### src/mffra_pkg.sv
`timescale 1ns / 1ps
// ----------------------------------------------------------------------------
// mffra_pkg
// Shared types and constants of the first-fit range allocator.
// ----------------------------------------------------------------------------
package mffra_pkg;

   localparam int NUM_CHANNELS = 8;
   localparam int MAX_RANGES   = 32;
   localparam int CH_W         = (NUM_CHANNELS > 1) ? $clog2(NUM_CHANNELS) : 1;
   localparam int POS_W        = $clog2(MAX_RANGES);
   localparam int CNT_W        = $clog2(MAX_RANGES + 1);
   localparam int DEPTH        = NUM_CHANNELS * MAX_RANGES;
   localparam int ADDR_W       = $clog2(DEPTH);
   localparam int ENTRY_W      = 64;
   localparam logic [31:0] RESET_CHANNEL_SIZE = 32'd1073741824;

   localparam logic [2:0] ST_OK        = 3'd0;
   localparam logic [2:0] ST_BAD_SIZE  = 3'd1;
   localparam logic [2:0] ST_START_OVL = 3'd2;
   localparam logic [2:0] ST_END_OVL   = 3'd3;
   localparam logic [2:0] ST_NO_SPACE  = 3'd4;
   localparam logic [2:0] ST_FULL      = 3'd5;

   typedef enum logic [2:0] {
      S_IDLE, S_CHECK, S_READ, S_SCAN, S_SHIFT_RD, S_SHIFT_WR, S_PLACE, S_DONE
   } state_type;

   // controller -> datapath
   typedef struct packed {
      logic load;     // capture request
      logic check;    // evaluate size check
      logic eval;     // evaluate entry just read
      logic rd_shift; // issue read of entry k-1
      logic wr_shift; // write entry k from read data, k--
      logic place;    // write new entry, bump count
   } cmd_type;

   // datapath -> controller
   typedef struct packed {
      logic decided;   // result status known
      logic fail;      // decided, no placement
      logic scan_end;  // scan index reached count
      logic shift_end; // shift index reached insert position
   } sts_type;

endpackage

### src/mffra_ctrl.sv
`timescale 1ns / 1ps
// ----------------------------------------------------------------------------
// mffra_ctrl
// Sequencer: scan the list, shift entries up, place, deliver the beat.
// ----------------------------------------------------------------------------
module mffra_ctrl (
   input  logic                 clock,
   input  logic                 reset,
   input  logic                 req_valid,
   output logic                 req_stall,
   output logic                 rsp_valid,
   input  logic                 rsp_stall,
   input  mffra_pkg::sts_type   sts,
   output mffra_pkg::cmd_type   cmd
);
   mffra_pkg::state_type state_ff, state_in;

   always_ff @(posedge clock) begin
      if (reset) begin
         state_ff <= mffra_pkg::S_IDLE;
      end else begin
         state_ff <= state_in;
      end
   end

   // READ issues the read of the scan entry and acts on the last outcome
   always_comb begin
      state_in = state_ff;
      case (state_ff)
         mffra_pkg::S_IDLE:     if (req_valid) state_in = mffra_pkg::S_CHECK;
         mffra_pkg::S_CHECK:    state_in = mffra_pkg::S_READ;
         mffra_pkg::S_READ: begin
            if (sts.decided)       state_in = sts.fail ? mffra_pkg::S_DONE
                                                       : mffra_pkg::S_SHIFT_RD;
            else if (sts.scan_end) state_in = mffra_pkg::S_PLACE;
            else                   state_in = mffra_pkg::S_SCAN;
         end
         mffra_pkg::S_SCAN:     state_in = mffra_pkg::S_READ;
         mffra_pkg::S_SHIFT_RD: state_in = sts.shift_end ? mffra_pkg::S_PLACE
                                                         : mffra_pkg::S_SHIFT_WR;
         mffra_pkg::S_SHIFT_WR: state_in = mffra_pkg::S_SHIFT_RD;
         mffra_pkg::S_PLACE:    state_in = mffra_pkg::S_DONE;
         mffra_pkg::S_DONE:     if (!rsp_stall) state_in = mffra_pkg::S_IDLE;
         default:               state_in = mffra_pkg::S_IDLE;
      endcase
   end

   always_comb begin
      cmd       = '0;
      req_stall = 1'b1;
      rsp_valid = 1'b0;
      case (state_ff)
         mffra_pkg::S_IDLE: begin
            req_stall = 1'b0;
            cmd.load  = req_valid;
         end
         mffra_pkg::S_CHECK:    cmd.check    = 1'b1;
         mffra_pkg::S_SCAN:     cmd.eval     = 1'b1;
         mffra_pkg::S_SHIFT_RD: cmd.rd_shift = 1'b1;
         mffra_pkg::S_SHIFT_WR: cmd.wr_shift = 1'b1;
         mffra_pkg::S_PLACE:    cmd.place    = 1'b1;
         mffra_pkg::S_DONE:     rsp_valid    = 1'b1;
         default: ;
      endcase
   end

   a_one_busy: assert property (@(posedge clock) disable iff (reset)
      !(rsp_valid && !req_stall)) else $error("accept while result pending");
   a_rsp_hold: assert property (@(posedge clock) disable iff (reset)
      rsp_valid && rsp_stall |=> rsp_valid) else $error("result dropped");
   a_place_done: assert property (@(posedge clock) disable iff (reset)
      cmd.place |=> rsp_valid) else $error("place not followed by result");
endmodule

### config.mk
export PLATFORM = sky130hd
export DESIGN_NAME = mffra_ctrl
export DESIGN_NICKNAME = d
export VERILOG_FILES = /design/src/mffra_pkg.sv /design/src/mffra_ctrl.sv
export SDC_FILE = /design/constraint.sdc
export NUM_CORES = 1
export LEC_CHECK = 0
export ABC_AREA = 1
export BUFFER_PORTS_ARGS = -buffer_cell sky130_fd_sc_hd__buf_2
export CORE_AREA = 2 2 39 41
export CTS_CLUSTER_DIAMETER = 30
export DETAILED_ROUTE_END_ITERATION = 10
export DIE_AREA = 0 0 41 43
export SLEW_MARGIN = 20
export SYNTH_ARGS = -nofsm -noshare
export SYNTH_HDL_FRONTEND = slang
export SYNTH_SLANG_ARGS = --single-unit
export TNS_END_PERCENT = 10
### constraint.sdc
create_clock -name clock -period 1.11 [get_ports clock]
set_input_delay 0.222 -clock clock [delete_from_list [all_inputs] [get_ports clock]]
set_output_delay 0.222 -clock clock [all_outputs]
set_load 0.005 [all_outputs]
==> metrics <==
Gate Count Post-Synth=50; #FFs+latches synth=3; count of filler cells inserted in the layout=162; startpoint of the most critical hold path=reset; Worst Reg2Reg Path Length in Cells=7; die area=1760 µm²; Worst Path Arrival=1.00 ns; static leakage=0.275 nW; Startpoint Class=register; post-detailed-routing wire length=737 µm; routability congestion estimate from global placement=0.820; Slew Limit Headroom=0.899; violations in the final reports=negative setup slack; initial cell density of the core=0.218; setup skew after layout=0.0000975 ns; share of synthesized area occupied by flip-flops and latches=0.199; Synth cell types=16; power consumption=0.00110 W; Cell Chain, Critical Path=nor2_4 -> nand2_2 -> nor2_1 -> buf_2; die outline width=41 µm; fraction of layout cells with a size suffix above 1=0.472; input/output buffers=15; root buf cell=sky130_fd_sc_hd__clkbuf_4; clock tree from TritonCTS=yes; gr usage total=0.104; outcome=finished with violations; first-pass GRT wire length=1.17 mm; Die Height=43 µm; Remaining DRCs=0; Min-Delay Path Depth=4; kind of cell adding the most delay to the critical path=flip-flops; kind of capture point of the worst setup path=output port; required time worst endpoint=0.89 ns; register containing the most flip-flops in the final layout=state_ff; final period demand of the worst path=1.22 ns; clock slew at the register clock pins of the worst setup and hold paths=0.03 ns; post-route antenna net violation count=0; Max Buffers Root-to-Sink=2; Fin. Hold Viols=0; post-synthesis cell area=302 µm²; clk sink count=3; number of rows in the core area=14; met2 Resource Use GR=0.134; final cycle utilization of the critical path=1.10; setup_tns=-0.250 ns; GRT busiest layer=met2; Mean Syn Cell Area=6.03 µm²; mean number of vias per cell=4.25; initial antenna violation count=0; placeable core area=1380 µm²; origin of the critical flop-to-flop path=state_ff[0]; area growth from synthesis to layout=51.5%; Diodes inserted=0; remaining global-route overflow=0; first-iteration detailed-routing DRC count=12; registers with the most flip-flops=state_ff: 3 flops; number of global-route vias before repair=296; half-perimeter wire length after detailed placement=559 µm; Worst path max stage delay=0.36 ns; Inserted Clock Buffers=3; RSZ-0062 raised after global routing=yes; CP Buf/Inv Count=1; routed wirelength normalized by instance count=8.38 µm; crit-path max FO=5; count of synthesis-stage warnings from yosys=0; VDD IR max=0.000731 V; first drt pass iteration count=4; final setup vio count=5; highest achievable clock rate=821 MHz; met3 demand-to-capacity share in global routing=0.0314; number of top-level pins=16; fin nets=81; setup slack on the worst flop-to-flop path=0.04 ns; flip-flop count of the largest register after layout=3; CP Class=register to output port; worst-case setup margin in the final layout=-0.109 ns; via count=374; Min-Delay Path Class=input port to register; met1 global-route usage=0.128; maximum level of the CTS H-tree=1; slew at the pin closest to its max-slew limit=0.149 ns; reported max-cap violation count=0; pin count of the biggest net entering global routing=8; slowest cell on the critical path=sky130_fd_sc_hd__dfxtp_4; Worst R2R End=state_ff[2]; final core utilization=0.330; Worst Hold Endpoint=state_ff[2]; power density relative to cell area=2410 nW/µm²; final number of max-transition violations=0; Placement Setup Slack=0.0465 ns; syn nets=58; Post-Route Hold Slack=0.222 ns; clock latency at the later pin of the worst-skew pair=0.23 ns
layout make-up:
type / instances / area (µm²) / area share
multi-input combinational: 32 / 169 / 0.370
timing repair buffer: 21 / 120 / 0.263
sequential: 3 / 71.3 / 0.156
inverter: 12 / 50.0 / 0.110
clock buffer: 4 / 26.3 / 0.0575
tap: 16 / 20.0 / 0.0438
placed cells by master, fill, tap and decap left out:
master                     count
sky130_fd_sc_hd__buf_2        15
sky130_fd_sc_hd__nand3_1       5
sky130_fd_sc_hd__o21ai_1       2
sky130_fd_sc_hd__nor3_1        3
sky130_fd_sc_hd__buf_4         6
sky130_fd_sc_hd__nand4_1       2
sky130_fd_sc_hd__inv_2         1
sky130_fd_sc_hd__nand2_2       1
sky130_fd_sc_hd__dfxtp_4       3
sky130_fd_sc_hd__clkbuf_4      3
sky130_fd_sc_hd__nand3_2       1
sky130_fd_sc_hd__inv_1         9
sky130_fd_sc_hd__o21ai_0       1
sky130_fd_sc_hd__nand2_1       9
sky130_fd_sc_hd__a21oi_1       1
sky130_fd_sc_hd__inv_4         2
sky130_fd_sc_hd__nor2_1        5
sky130_fd_sc_hd__nor2_4        1
sky130_fd_sc_hd__clkbuf_1      1
sky130_fd_sc_hd__nor3_4        1
worst register-to-register path, delay by kind of cell (launching register included):
family | cells | cell delay, ns
AOI/OAI and AO/OA | 1 | 0.09
and+or+nand+nor | 3 | 0.25
buffers and inverters | 3 | 0.31
DFF | 1 | 0.36
cells in the mapped netlist:
cell | n | share of area
sky130_fd_sc_hd__a21oi_1 | 1 | 0.017
sky130_fd_sc_hd__buf_6 | 3 | 0.11
sky130_fd_sc_hd__dfxtp_1 | 3 | 0.20
sky130_fd_sc_hd__inv_1 | 9 | 0.11
sky130_fd_sc_hd__inv_2 | 3 | 0.037
sky130_fd_sc_hd__nand2_1 | 9 | 0.11
sky130_fd_sc_hd__nand2_2 | 1 | 0.021
sky130_fd_sc_hd__nand3_1 | 5 | 0.083
sky130_fd_sc_hd__nand3_2 | 1 | 0.033
sky130_fd_sc_hd__nand4_1 | 2 | 0.041
sky130_fd_sc_hd__nor2_1 | 5 | 0.062
sky130_fd_sc_hd__nor2_4 | 1 | 0.037
sky130_fd_sc_hd__nor3_1 | 3 | 0.050
sky130_fd_sc_hd__nor3_2 | 1 | 0.033
sky130_fd_sc_hd__o21ai_0 | 1 | 0.017
sky130_fd_sc_hd__o21ai_1 | 2 | 0.033
worst max-delay path by stage:
| stage | depth (start not counted) | slack, ns | to | start |
|---|---|---|---|---|
| CTS | 4 | -0.11 | cmd[5] | state_ff[1] |
| finish | 4 | -0.11 | cmd[5] | state_ff[0] |
| floorplan | 4 | 0.18 | cmd[5] | state_ff[0] |
| global route | 4 | -0.18 | cmd[5] | state_ff[0] |
| global placement | 4 | 0.04 | state_ff[0] | state_ff[1] |
| detailed placement | 6 | 0.05 | state_ff[2] | state_ff[1] |
through the flow:
step                      std cells  cell area (µm²)
after global placement           80              378
after floorplan                  50              302
after global routing             88              457
final                            88              457
after CTS                        86              435
after detailed placement         80              378
kinds of logic (layout without fill, tap and decap cells):
family | after synthesis | after routing | synth area share
and+or+nand+nor | 28 | 28 | 0.473
DFF | 3 | 3 | 0.199
AOI/OAI and AO/OA | 4 | 4 | 0.0664
buffers and inverters | 15 | 37 | 0.261
power by group:
group	switching, W	total [W]	leakage [nW]	internal [W]
clock	0.0000549	0.000190	0.0150	0.000135
combinational	0.000319	0.000643	0.233	0.000324
sequential	0.0000920	0.000269	0.0267	0.000177
what timing repair did:
item / CTS / global route
endpoints found under the setup margin: 8 / 10
hold buffers: 0 / 0
pin swaps: 1 / 4
gates resized for setup: 8 / 1
buffers inserted: 2 / 2
metal layers:
layer | routed length, µm | share of wire
met1 | 349 | 0.47
met4 | 0 | 0
met5 | 0 | 0
met2 | 330 | 0.45
met3 | 58 | 0.079
Power figures use the tool's default switching activity.
